<file path="src/hdl/fwlc_pkg.sv">
package fwlc_pkg;

  localparam int unsigned MAX_SECTOR_BYTES = 65536;
  localparam int unsigned MIN_SECTOR_BYTES = 16;
  localparam int unsigned WORD_BITS        = 32;
  localparam int unsigned MAX_RES          = 7;
  localparam int unsigned RES_CNT_W        = $clog2(MAX_RES + 1);
  localparam int unsigned SIZE_W           = $clog2(MAX_SECTOR_BYTES + 1);
  localparam int unsigned BASE_W           = 16;

  localparam logic [WORD_BITS-1:0] HEADER_MARK  = 32'h5242_5300;
  localparam logic [WORD_BITS-1:0] ALL_ONES     = '1;
  localparam logic [SIZE_W-1:0]    HEADER_BYTES = SIZE_W'(8);

  typedef enum logic [1:0] {
    OP_START = 2'd0,
    OP_READ  = 2'd1,
    OP_INCR  = 2'd2,
    OP_WDONE = 2'd3
  } op_t;

  typedef enum logic [1:0] {
    CMD_NONE  = 2'd0,
    CMD_READ  = 2'd1,
    CMD_ERASE = 2'd2,
    CMD_WRITE = 2'd3
  } cmd_t;

  typedef enum logic [0:0] {
    REG_BASE = 1'b0,
    REG_SIZE = 1'b1
  } reg_idx_t;

  typedef struct packed {
    cmd_t                 cmd;
    logic [WORD_BITS-1:0] addr;
    logic [WORD_BITS-1:0] wdata;
  } res_t;

  typedef res_t [MAX_RES-1:0] res_list_t;

  // sector geometry derived from the config registers
  typedef struct packed {
    logic [SIZE_W-1:0]    size;
    logic [WORD_BITS-1:0] start0;
    logic [WORD_BITS-1:0] start1;
    logic [WORD_BITS-1:0] erase0;
    logic [WORD_BITS-1:0] erase1;
  } geom_t;

  typedef struct packed {
    logic                 load;
    logic [RES_CNT_W-1:0] n;
    logic [WORD_BITS-1:0] count;
    logic                 ready;
  } obuf_ctl_t;

endpackage

</file>
<file path="src/hdl/fwlc_cfg.sv">
module fwlc_cfg (
  input  logic                   clk,
  input  logic                   rst_n,
  input  logic                   cfg_psel,
  input  logic                   cfg_penable,
  input  logic                   cfg_pwrite,
  input  logic [2:0]             cfg_paddr,
  input  logic [31:0]            cfg_pwdata,
  output logic [31:0]            cfg_prdata,
  output logic                   cfg_pready,
  output fwlc_pkg::geom_t        geom_o
);
  import fwlc_pkg::*;

  logic [BASE_W-1:0] base_r;
  logic [SIZE_W-1:0] ssize_r;
  logic              wr;
  reg_idx_t          idx;
  logic [SIZE_W-1:0] size_c;
  logic [32:0]       prod;
  logic [32:0]       sum1;
  geom_t             geom_r;
  geom_t             geom_nxt;

  assign cfg_pready = 1'b1;
  assign wr  = cfg_psel & cfg_penable & cfg_pwrite & cfg_pready;
  assign idx = reg_idx_t'(cfg_paddr[2]);

  always_ff @(posedge clk) begin
    if (!rst_n) begin
      base_r  <= '0;
      ssize_r <= SIZE_W'(4096);
    end else if (wr) begin
      unique case (idx)
        REG_BASE: base_r  <= cfg_pwdata[BASE_W-1:0];
        REG_SIZE: ssize_r <= cfg_pwdata[SIZE_W-1:0];
        default:  ;
      endcase
    end
  end

  always_comb begin
    unique case (idx)
      REG_BASE: cfg_prdata = {{(32-BASE_W){1'b0}}, base_r};
      REG_SIZE: cfg_prdata = {{(32-SIZE_W){1'b0}}, ssize_r};
      default:  cfg_prdata = '0;
    endcase
  end

  // clamp to the legal range, then round down to whole words
  always_comb begin
    if (ssize_r < SIZE_W'(MIN_SECTOR_BYTES)) begin
      size_c = SIZE_W'(MIN_SECTOR_BYTES);
    end else if (ssize_r > SIZE_W'(MAX_SECTOR_BYTES)) begin
      size_c = SIZE_W'(MAX_SECTOR_BYTES);
    end else begin
      size_c = ssize_r;
    end
    size_c = size_c & ~SIZE_W'(3);
  end

  assign prod = 33'(base_r) * 33'(size_c);
  assign sum1 = prod + 33'(size_c);

  always_comb begin
    geom_nxt.size   = size_c;
    geom_nxt.start0 = prod[31:0];
    geom_nxt.start1 = sum1[31:0];
    geom_nxt.erase0 = 32'(base_r);
    // second sector wraps to address zero only when the sum carries out
    geom_nxt.erase1 = sum1[32] ? '0 : 32'(17'(base_r) + 17'd1);
  end

  always_ff @(posedge clk) begin
    geom_r <= geom_nxt;
  end

  assign geom_o = geom_r;

endmodule

</file>
<file path="src/hdl/fwlc_core.sv">
module fwlc_core (
  input  logic                 clk,
  input  logic                 rst_n,
  input  logic                 in_tvalid,
  output logic                 in_tready,
  input  logic [1:0]           in_tuser,   // [1:0] opcode
  input  logic [39:0]          in_tdata,   // [31:0] read_word, [32] op_ok
  input  fwlc_pkg::geom_t      geom_i,
  input  logic                 obuf_free_i,
  output fwlc_pkg::obuf_ctl_t  ctl_o,
  output fwlc_pkg::res_list_t  list_o
);
  import fwlc_pkg::*;

  typedef enum logic [3:0] {
    PH_IDLE = 4'b0001,
    PH_HDR  = 4'b0010,
    PH_SCAN = 4'b0100,
    PH_RDY  = 4'b1000
  } phase_t;

  logic                 ivld_r;
  op_t                  iop_r;
  logic [WORD_BITS-1:0] iword_r;
  logic                 iok_r;
  logic                 go;
  logic                 in_acc;

  phase_t               phase_r, phase_nxt;
  logic [1:0]           hstep_r, hstep_nxt;
  logic [1:0]           hgood_r, hgood_nxt;
  logic [WORD_BITS-1:0] hsv0_r, hsv0_nxt;
  logic [WORD_BITS-1:0] hsv1_r, hsv1_nxt;
  logic                 act_r, act_nxt;
  logic [SIZE_W-1:0]    woff_r, woff_nxt;
  logic [WORD_BITS-1:0] cur_r, cur_nxt;
  logic [WORD_BITS-1:0] cnt_r, cnt_nxt;
  logic                 await_r, await_nxt;

  res_list_t            list;
  logic [RES_CNT_W-1:0] n;
  logic [SIZE_W:0]      woff_p4;
  logic                 at_end;

  function automatic res_t mk(cmd_t c, logic [WORD_BITS-1:0] a, logic [WORD_BITS-1:0] d);
    res_t r;
    r.cmd   = c;
    r.addr  = a;
    r.wdata = d;
    return r;
  endfunction

  function automatic logic [WORD_BITS-1:0] half_addr(geom_t g, logic h);
    return h ? g.start1 : g.start0;
  endfunction

  function automatic logic [WORD_BITS-1:0] erase_addr(geom_t g, logic h);
    return h ? g.erase1 : g.erase0;
  endfunction

  function automatic logic [5:0] zeros(logic [WORD_BITS-1:0] w);
    logic [5:0] z;
    z = '0;
    for (int i = 0; i < WORD_BITS; i++) begin
      z = z + 6'(~w[i]);
    end
    return z;
  endfunction

  assign go        = ivld_r & obuf_free_i;
  assign in_tready = ~ivld_r | go;
  assign in_acc    = in_tvalid & in_tready;

  always_ff @(posedge clk) begin
    if (!rst_n) begin
      ivld_r <= 1'b0;
    end else if (in_acc) begin
      ivld_r <= 1'b1;
    end else if (go) begin
      ivld_r <= 1'b0;
    end
  end

  always_ff @(posedge clk) begin
    if (in_acc) begin
      iop_r   <= op_t'(in_tuser);
      iword_r <= in_tdata[31:0];
      iok_r   <= in_tdata[32];
    end
  end

  assign woff_p4 = {1'b0, woff_r} + (SIZE_W+1)'(4);
  assign at_end  = woff_p4 >= {1'b0, geom_i.size};

  always_comb begin
    phase_nxt = phase_r;
    hstep_nxt = hstep_r;
    hgood_nxt = hgood_r;
    hsv0_nxt  = hsv0_r;
    hsv1_nxt  = hsv1_r;
    act_nxt   = act_r;
    woff_nxt  = woff_r;
    cur_nxt   = cur_r;
    cnt_nxt   = cnt_r;
    await_nxt = await_r;
    list      = '0;
    n         = RES_CNT_W'(1);

    if (go) begin
      unique case (iop_r)
        OP_START: begin
          phase_nxt = PH_HDR;
          hstep_nxt = '0;
          hgood_nxt = '0;
          hsv0_nxt  = '0;
          hsv1_nxt  = '0;
          cnt_nxt   = '0;
          await_nxt = 1'b0;
          woff_nxt  = '0;
          cur_nxt   = '0;
          list[0]   = mk(CMD_READ, geom_i.start0, '0);
        end

        OP_READ: begin
          unique case (phase_r)
            PH_HDR: begin
              if (!iok_r) begin
                phase_nxt = PH_IDLE;
              end else begin
                unique case (hstep_r)
                  2'd0: hgood_nxt[0] = hgood_r[0] | (iword_r == HEADER_MARK);
                  2'd1: hsv0_nxt     = iword_r;
                  2'd2: hgood_nxt[1] = hgood_r[1] | (iword_r == HEADER_MARK);
                  2'd3: hsv1_nxt     = iword_r;
                  default: ;
                endcase
                if (hstep_r != 2'd3) begin
                  hstep_nxt = hstep_r + 2'd1;
                  list[0] = mk(CMD_READ,
                               half_addr(geom_i, hstep_nxt[1]) + {29'b0, hstep_nxt[0], 2'b00},
                               '0);
                end else begin
                  if (hgood_nxt != 2'b11) begin
                    // headers not both marked: wipe both sectors, both restart at zero
                    hsv0_nxt = '0;
                    hsv1_nxt = '0;
                  end
                  act_nxt   = (hsv0_nxt > hsv1_nxt) ? 1'b0 : 1'b1;
                  cnt_nxt   = act_nxt ? hsv1_nxt : hsv0_nxt;
                  woff_nxt  = HEADER_BYTES;
                  cur_nxt   = ALL_ONES;
                  phase_nxt = PH_SCAN;
                  if (hgood_nxt != 2'b11) begin
                    list[0] = mk(CMD_ERASE, erase_addr(geom_i, 1'b0), '0);
                    list[1] = mk(CMD_WRITE, geom_i.start0, HEADER_MARK);
                    list[2] = mk(CMD_WRITE, geom_i.start0 + 32'd4, '0);
                    list[3] = mk(CMD_ERASE, erase_addr(geom_i, 1'b1), '0);
                    list[4] = mk(CMD_WRITE, geom_i.start1, HEADER_MARK);
                    list[5] = mk(CMD_WRITE, geom_i.start1 + 32'd4, '0);
                    list[6] = mk(CMD_READ,
                                 half_addr(geom_i, act_nxt) + 32'(HEADER_BYTES), '0);
                    n = RES_CNT_W'(7);
                  end else begin
                    list[0] = mk(CMD_READ,
                                 half_addr(geom_i, act_nxt) + 32'(HEADER_BYTES), '0);
                  end
                end
              end
            end

            PH_SCAN: begin
              if (!iok_r) begin
                phase_nxt = PH_IDLE;
              end else if (iword_r == ALL_ONES) begin
                // first blank word: step back to the last used one, if there is one
                if (woff_r > HEADER_BYTES) begin
                  woff_nxt = woff_r - SIZE_W'(4);
                end else begin
                  cur_nxt = ALL_ONES;
                end
                phase_nxt = PH_RDY;
              end else begin
                cnt_nxt = cnt_r + 32'(zeros(iword_r));
                cur_nxt = iword_r;
                if (at_end) begin
                  phase_nxt = PH_RDY;
                end else begin
                  woff_nxt = woff_p4[SIZE_W-1:0];
                  list[0]  = mk(CMD_READ,
                                half_addr(geom_i, act_r) + 32'(woff_p4[SIZE_W-1:0]), '0);
                end
              end
            end

            default: ;
          endcase
        end

        OP_INCR: begin
          if (phase_r == PH_RDY && !await_r) begin
            await_nxt = 1'b1;
            if (cur_r != '0) begin
              cur_nxt = cur_r & (cur_r - 32'd1);
              list[0] = mk(CMD_WRITE, half_addr(geom_i, act_r) + 32'(woff_r), cur_nxt);
            end else begin
              cur_nxt = ALL_ONES - 32'd1;
              if (at_end) begin
                // sector full: open the other one with the running count
                act_nxt  = ~act_r;
                woff_nxt = HEADER_BYTES;
                list[0]  = mk(CMD_ERASE, erase_addr(geom_i, act_nxt), '0);
                list[1]  = mk(CMD_WRITE, half_addr(geom_i, act_nxt), HEADER_MARK);
                list[2]  = mk(CMD_WRITE, half_addr(geom_i, act_nxt) + 32'd4, cnt_r);
                list[3]  = mk(CMD_WRITE,
                              half_addr(geom_i, act_nxt) + 32'(HEADER_BYTES), cur_nxt);
                n = RES_CNT_W'(4);
              end else begin
                woff_nxt = woff_p4[SIZE_W-1:0];
                list[0]  = mk(CMD_WRITE,
                              half_addr(geom_i, act_r) + 32'(woff_p4[SIZE_W-1:0]), cur_nxt);
              end
            end
          end
        end

        OP_WDONE: begin
          if (await_r) begin
            await_nxt = 1'b0;
            if (iok_r && phase_r == PH_RDY) begin
              cnt_nxt = cnt_r + 32'd1;
            end
          end
        end

        default: ;
      endcase
    end
  end

  always_ff @(posedge clk) begin
    if (!rst_n) begin
      phase_r <= PH_IDLE;
      hstep_r <= '0;
      hgood_r <= '0;
      hsv0_r  <= '0;
      hsv1_r  <= '0;
      act_r   <= 1'b0;
      woff_r  <= '0;
      cur_r   <= '0;
      cnt_r   <= '0;
      await_r <= 1'b0;
    end else begin
      phase_r <= phase_nxt;
      hstep_r <= hstep_nxt;
      hgood_r <= hgood_nxt;
      hsv0_r  <= hsv0_nxt;
      hsv1_r  <= hsv1_nxt;
      act_r   <= act_nxt;
      woff_r  <= woff_nxt;
      cur_r   <= cur_nxt;
      cnt_r   <= cnt_nxt;
      await_r <= await_nxt;
    end
  end

  assign ctl_o.load  = go;
  assign ctl_o.n     = n;
  assign ctl_o.ready = (phase_nxt == PH_RDY);
  assign ctl_o.count = (phase_nxt == PH_RDY) ? cnt_nxt : '0;
  assign list_o      = list;

`ifndef NO_ASSERTIONS
  a_ack_only_ready: assert property (@(posedge clk) disable iff (!rst_n)
    await_r |-> (phase_r == PH_RDY))
    else $error("write acknowledge pending outside ready phase");

  a_offset_sane: assert property (@(posedge clk) disable iff (!rst_n)
    (phase_r == PH_SCAN || phase_r == PH_RDY) |->
      (woff_r >= HEADER_BYTES && woff_r[1:0] == 2'b00))
    else $error("tally word offset misaligned or inside header");
`endif

endmodule

</file>
<file path="src/hdl/fwlc_obuf.sv">
module fwlc_obuf (
  input  logic                 clk,
  input  logic                 rst_n,
  input  fwlc_pkg::obuf_ctl_t  ctl_i,
  input  fwlc_pkg::res_list_t  list_i,
  output logic                 free_o,
  output logic                 out_tvalid,
  input  logic                 out_tready,
  output logic [103:0]         out_tdata,  // [31:0] flash_address, [63:32] write_word,
                                           // [95:64] count_value, [96] ready_res
  output logic [1:0]           out_tuser,  // [1:0] command
  output logic                 out_tlast
);
  import fwlc_pkg::*;

  res_list_t            ent_r;
  logic [RES_CNT_W-1:0] cnt_r;
  logic [WORD_BITS-1:0] cv_r;
  logic                 rdy_r;
  logic                 pop;

  assign out_tvalid = (cnt_r != '0);
  assign pop        = out_tvalid & out_tready;
  // free when empty or when the final entry leaves this cycle
  assign free_o     = (cnt_r == '0) || (cnt_r == RES_CNT_W'(1) && out_tready);

  always_ff @(posedge clk) begin
    if (!rst_n) begin
      cnt_r <= '0;
    end else if (ctl_i.load) begin
      cnt_r <= ctl_i.n;
    end else if (pop) begin
      cnt_r <= cnt_r - RES_CNT_W'(1);
    end
  end

  always_ff @(posedge clk) begin
    if (ctl_i.load) begin
      ent_r <= list_i;
      cv_r  <= ctl_i.count;
      rdy_r <= ctl_i.ready;
    end else if (pop) begin
      ent_r <= {res_t'('0), ent_r[MAX_RES-1:1]};
    end
  end

  assign out_tdata = {7'b0, rdy_r, cv_r, ent_r[0].wdata, ent_r[0].addr};
  assign out_tuser = ent_r[0].cmd;
  assign out_tlast = (cnt_r == RES_CNT_W'(1));

`ifndef NO_ASSERTIONS
  a_load_when_free: assert property (@(posedge clk) disable iff (!rst_n)
    ctl_i.load |-> free_o)
    else $error("result list loaded over undelivered results");

  a_load_nonempty: assert property (@(posedge clk) disable iff (!rst_n)
    ctl_i.load |=> (cnt_r != '0))
    else $error("input transaction produced no result");

  a_cnt_bound: assert property (@(posedge clk) disable iff (!rst_n)
    cnt_r <= RES_CNT_W'(MAX_RES))
    else $error("result count beyond list depth");
`endif

endmodule

</file>
<file path="src/hdl/flash_wear_leveled_counter_unit.sv">
// Wear-leveled flash event counter. The block drives an external flash controller through
// its result stream (read, erase and write commands) and takes read data, increment events
// and write completions on its input stream; the count sits in tally words of two
// alternating sectors and is restored from flash after a start transaction. Each input
// transaction yields one to seven result transactions, the last one flagged by tlast, and
// every result carries the count (zero while not restored) and the restored flag.
// An input transaction is held in the input register until the result buffer is free,
// and its results are registered in the result buffer before they are offered; the result
// port moves one transaction per cycle while out_tready is high, and a list holds up to
// seven for a restore that rewrites both headers. Single-result items flow back to back;
// while a longer list drains, one more input waits in the input register and the next one
// is taken in the cycle the last result of the list leaves. Register writes reach sector
// addressing through the config registers and then the registered geometry.
module flash_wear_leveled_counter_unit (
  input  logic         clk,
  input  logic         rst_n,
  input  logic         in_tvalid,
  output logic         in_tready,
  input  logic [39:0]  in_tdata,   // [31:0] read_word, [32] op_ok
  input  logic [1:0]   in_tuser,   // [1:0] opcode
  output logic         out_tvalid,
  input  logic         out_tready,
  output logic [103:0] out_tdata,  // [31:0] flash_address, [63:32] write_word,
                                   // [95:64] count_value, [96] ready_res
  output logic [1:0]   out_tuser,  // [1:0] command
  output logic         out_tlast,
  input  logic         cfg_psel,
  input  logic         cfg_penable,
  input  logic         cfg_pwrite,
  input  logic [2:0]   cfg_paddr,
  input  logic [31:0]  cfg_pwdata,
  output logic [31:0]  cfg_prdata,
  output logic         cfg_pready
);
  import fwlc_pkg::*;

  geom_t     geom;
  obuf_ctl_t ctl;
  res_list_t list;
  logic      obuf_free;

  fwlc_cfg u_cfg (
    .clk         (clk),
    .rst_n       (rst_n),
    .cfg_psel    (cfg_psel),
    .cfg_penable (cfg_penable),
    .cfg_pwrite  (cfg_pwrite),
    .cfg_paddr   (cfg_paddr),
    .cfg_pwdata  (cfg_pwdata),
    .cfg_prdata  (cfg_prdata),
    .cfg_pready  (cfg_pready),
    .geom_o      (geom)
  );

  fwlc_core u_core (
    .clk         (clk),
    .rst_n       (rst_n),
    .in_tvalid   (in_tvalid),
    .in_tready   (in_tready),
    .in_tuser    (in_tuser),
    .in_tdata    (in_tdata),
    .geom_i      (geom),
    .obuf_free_i (obuf_free),
    .ctl_o       (ctl),
    .list_o      (list)
  );

  fwlc_obuf u_obuf (
    .clk        (clk),
    .rst_n      (rst_n),
    .ctl_i      (ctl),
    .list_i     (list),
    .free_o     (obuf_free),
    .out_tvalid (out_tvalid),
    .out_tready (out_tready),
    .out_tdata  (out_tdata),
    .out_tuser  (out_tuser),
    .out_tlast  (out_tlast)
  );

endmodule
</file>
<file path="config.mk">
export PLATFORM = sky130hd
export DESIGN_NAME = flash_wear_leveled_counter_unit
export DESIGN_NICKNAME = d
export VERILOG_FILES = /design/src/hdl/fwlc_pkg.sv /design/src/hdl/fwlc_cfg.sv /design/src/hdl/fwlc_core.sv /design/src/hdl/fwlc_obuf.sv /design/src/hdl/flash_wear_leveled_counter_unit.sv
export SDC_FILE = /design/constraint.sdc
export NUM_CORES = 2
export LEC_CHECK = 0
export BUFFER_PORTS_ARGS = -buffer_cell sky130_fd_sc_hd__buf_2
export CORE_MARGIN = 3
export CORE_UTILIZATION = 40
export DETAILED_ROUTE_END_ITERATION = 6
export PLACE_DENSITY_LB_ADDON = 0.15
export SYNTH_ARGS = -nofsm -noshare
export SYNTH_HDL_FRONTEND = slang
export SYNTH_HIERARCHICAL = 1
export SYNTH_SLANG_ARGS = --single-unit
export TNS_END_PERCENT = 20
</file>
<file path="constraint.sdc">
create_clock -name clk -period 16.1 [get_ports clk]
set_input_delay 0 -clock clk [delete_from_list [all_inputs] [get_ports clk]]
set_output_delay 0 -clock clk [all_outputs]
set_load 0.02 [all_outputs]
</file>
==> run metrics <==
outcome finished, violations left; failing checks DRC; die width 406.1 µm; CTS Buf Count 96; Slew HR 7.977%; PortBufs 178; most frequent cells in the layout nand2_1, edfxtp_1, nor2_1; final hold vios 0; worst path required time 16750 ps; Crit Path Max Fanout 94; Critical path buffers and inverters 6; Worst EP arrival 11810 ps; total power 8.376 mW; Rows 146; vias in the first global route 47507; fmax 89.65 MHz; kind of cell adding the most delay to the critical path simple AND/OR/NAND/NOR gates; DRC violations left 7; worst hold slack between 60 and 70 ps; GPL Wtd Cong around 0.95; Mean Syn Cell Area 9.737 µm²; final setup TNS 0 ps; most common cell after layout, fill and taps aside nand2_1; CP most frequent cell inv_1; min-delay src in_tvalid; post-synthesis sequential area ratio 34.17%; CTS tree yes; Netlist cell types ~110; # resized after CTS 0; RSZ-0062 raised after global routing false; Vias per Instance around 5.6; Slew @ Worst Pin 1375 ps; layout cells sized above 1 roughly 16%; Setup Buffers After CTS 0; PwrDens 121.2 nW/µm²; Reg clk slew, reported paths approximately 60 ps; #FFs+latches synth 828; # IOs approximately 230; CP max-delay cell and2_0; global route overflow 0; Clock Skews 60.69 ps; Worst Path Class, Setup reg2reg; ys flop type edfxtp_1; Tot GR Track Use 25.92%; worst setup path start u_cfg/ssize_r[5]; Mapped Cells 6577; Final Util 43.53%; HPWL after DPL 155000 µm; EDFF count, synth 530; CTS Buffer Depth 3; Initial Util 40.34%; Post-Route WL 217700 µm; initial antenna violation count 4; final period utilization 69.28%; Area Overhead vs Synth 7.895%; CTS sink cnt slightly above 800; leakage around 27 nW; Core Area approximately 160000 µm²; Min-Delay Path Class in2reg; fin. max-slew vios 0; CP max stage delay 1100 ps; Startpoint Class flip-flop; worst r2r src u_cfg/ssize_r[5]; warnings from Yosys 6; nature of the critical path endpoint flip-flop; pre-CTS WS 4877 ps; largest net degree at the start of global routing 182; die area approximately 160000 µm²; initial drt markers approximately 4200; fill count 15286; Mapped Area 64040 µm²; Clk Latency, worst-skew pair 740 ps; Root Buffer clkbuf_16; Max-Cap Viols 0; PnR worst setup slack 4945 ps; vias 48569; first-pass GRT wire length 319000 µm; VDD IR max between 0.0002 and 0.0003 V; final setup fails 0; Die H 406.1 µm; nets around 7000; Final min period 11150 ps; Async S/R FF share, synth 0%; remaining antenna violation count 0; CTS H-tree lvls 3; drt pass-1 iters 7; average wire per standard cell 25.14 µm
==> worst register-to-register path, delay by kind of cell, from the launching register on <==
kind | cells | cell delay [ps]
AO/OA/AOI/OAI | 6 | 1860
flip-flops | 1 | 580
AND/OR/NAND/NOR | 10 | 3870
adder cells (fa/ha/maj) | 8 | 3600
buffers and inverters | 6 | 860
XOR/XNOR | 2 | 340
==> metal layers <==
metal  routed length (µm)  track usage [%]
met5                   13                0
met1                90720            33.18
met2               100900            42.47
met3                12570            3.111
met4                13490            14.51
==> cells by family after synthesis <==
family          Yosys count  share of synthesized area [%]
simple gates           2052                          15.41
compound gates         1190                          12.04
buf+inv                1082                          9.366
flops                   828                          34.17
mux                     652                          13.51
fa+ha+maj               433                          10.87
xor+xnor                336                          4.607
other cells               4                        0.02344
==> final cells by class <==
class	count	area (µm²)	area share, %
Timing Repair Buffer	415	2945	4.263
Clock inverter	53	716.9	1.038
Clock buffer	128	2798	4.049
Tap cell	2072	2592	3.752
Antenna cell	2	5.005	0.007243
Inverter	326	1234	1.785
Sequential cell	828	21880	31.67
Multi-Input combinational cell	4837	36920	53.43
==> synth_stat cells (54+ instances only) <==
| cell type | count | area share [%] |
|---|---|---|
| edfxtp_1 | 530 | 25 |
| and3_1 | 131 | 1.3 |
| xor2_1 | 153 | 2.1 |
| and2_1 | 194 | 1.9 |
| nand3_1 | 177 | 1.4 |
| a21oi_1 | 302 | 2.4 |
| xnor2_1 | 182 | 2.5 |
| fa_1 | 206 | 6.4 |
| mux2i_1 | 151 | 2.4 |
| nor3_1 | 98 | 0.77 |
| mux2_4 | 396 | 9.3 |
| nand4_1 | 73 | 0.71 |
| clkbuf_1 | 319 | 1.9 |
| inv_1 | 322 | 1.9 |
| nor2_1 | 488 | 2.9 |
| a31oi_1 | 54 | 0.53 |
| mux2_2 | 104 | 1.8 |
| ha_1 | 227 | 4.4 |
| dfxtp_1 | 298 | 9.3 |
| o21ai_0 | 283 | 2.2 |
| a22oi_1 | 83 | 0.97 |
| buf_4 | 312 | 3.7 |
| nand2_1 | 663 | 3.9 |
==> path summary, 6_finish.rpt <==
path | slack [ps] | end | cells past startpoint
setup / recovery | 4950 | u_cfg/geom_o[93] | 32
hold reg to reg | 480 | u_cfg/ssize_r[0] | 2
setup reg to reg | 4950 | u_cfg/geom_o[93] | 32
hold / removal | 60 | u_core/ivld_r | 4
==> state kept, by name (all words and copies together), names as in the netlist, 4 cells and up <==
register and cells:
u_core/hsv1_r 32, u_core/cnt_r 32, u_core/cur_r 32, u_core/phase_r 4, u_core/iword_r 32, u_cfg/geom_o 108, u_core/hsv0_r 32, u_obuf/out_tdata 64
u_cfg/ssize_r 17, u_cfg/base_r 16, u_obuf/ent_r 396, u_core/woff_r 15, u_obuf/cv_r 32
==> repair_timing <==
action	CTS	global route
hold buffers	105	0
endpoints found under the setup margin	0	0
endpoints found under the hold margin	72	0
==> stage by stage <==
| stage | cell area (µm²) | std cells |
|---|---|---|
| after floorplan | 64680 | 6747 |
| after global placement | 64530 | 8373 |
| after detailed placement | 64530 | 8373 |
| after CTS | 69090 | 8659 |
| after global routing | 69090 | 8659 |
| final | 69100 | 8661 |
==> power by group <==
| part | switching [mW] | internal (mW) |
|---|---|---|
| Sequential | 0.206 | 3.05 |
| Clock | 0.984 | 1.43 |
| Combinational | 1.53 | 1.17 |
Note: power is estimated with default switching activity, not from simulation.
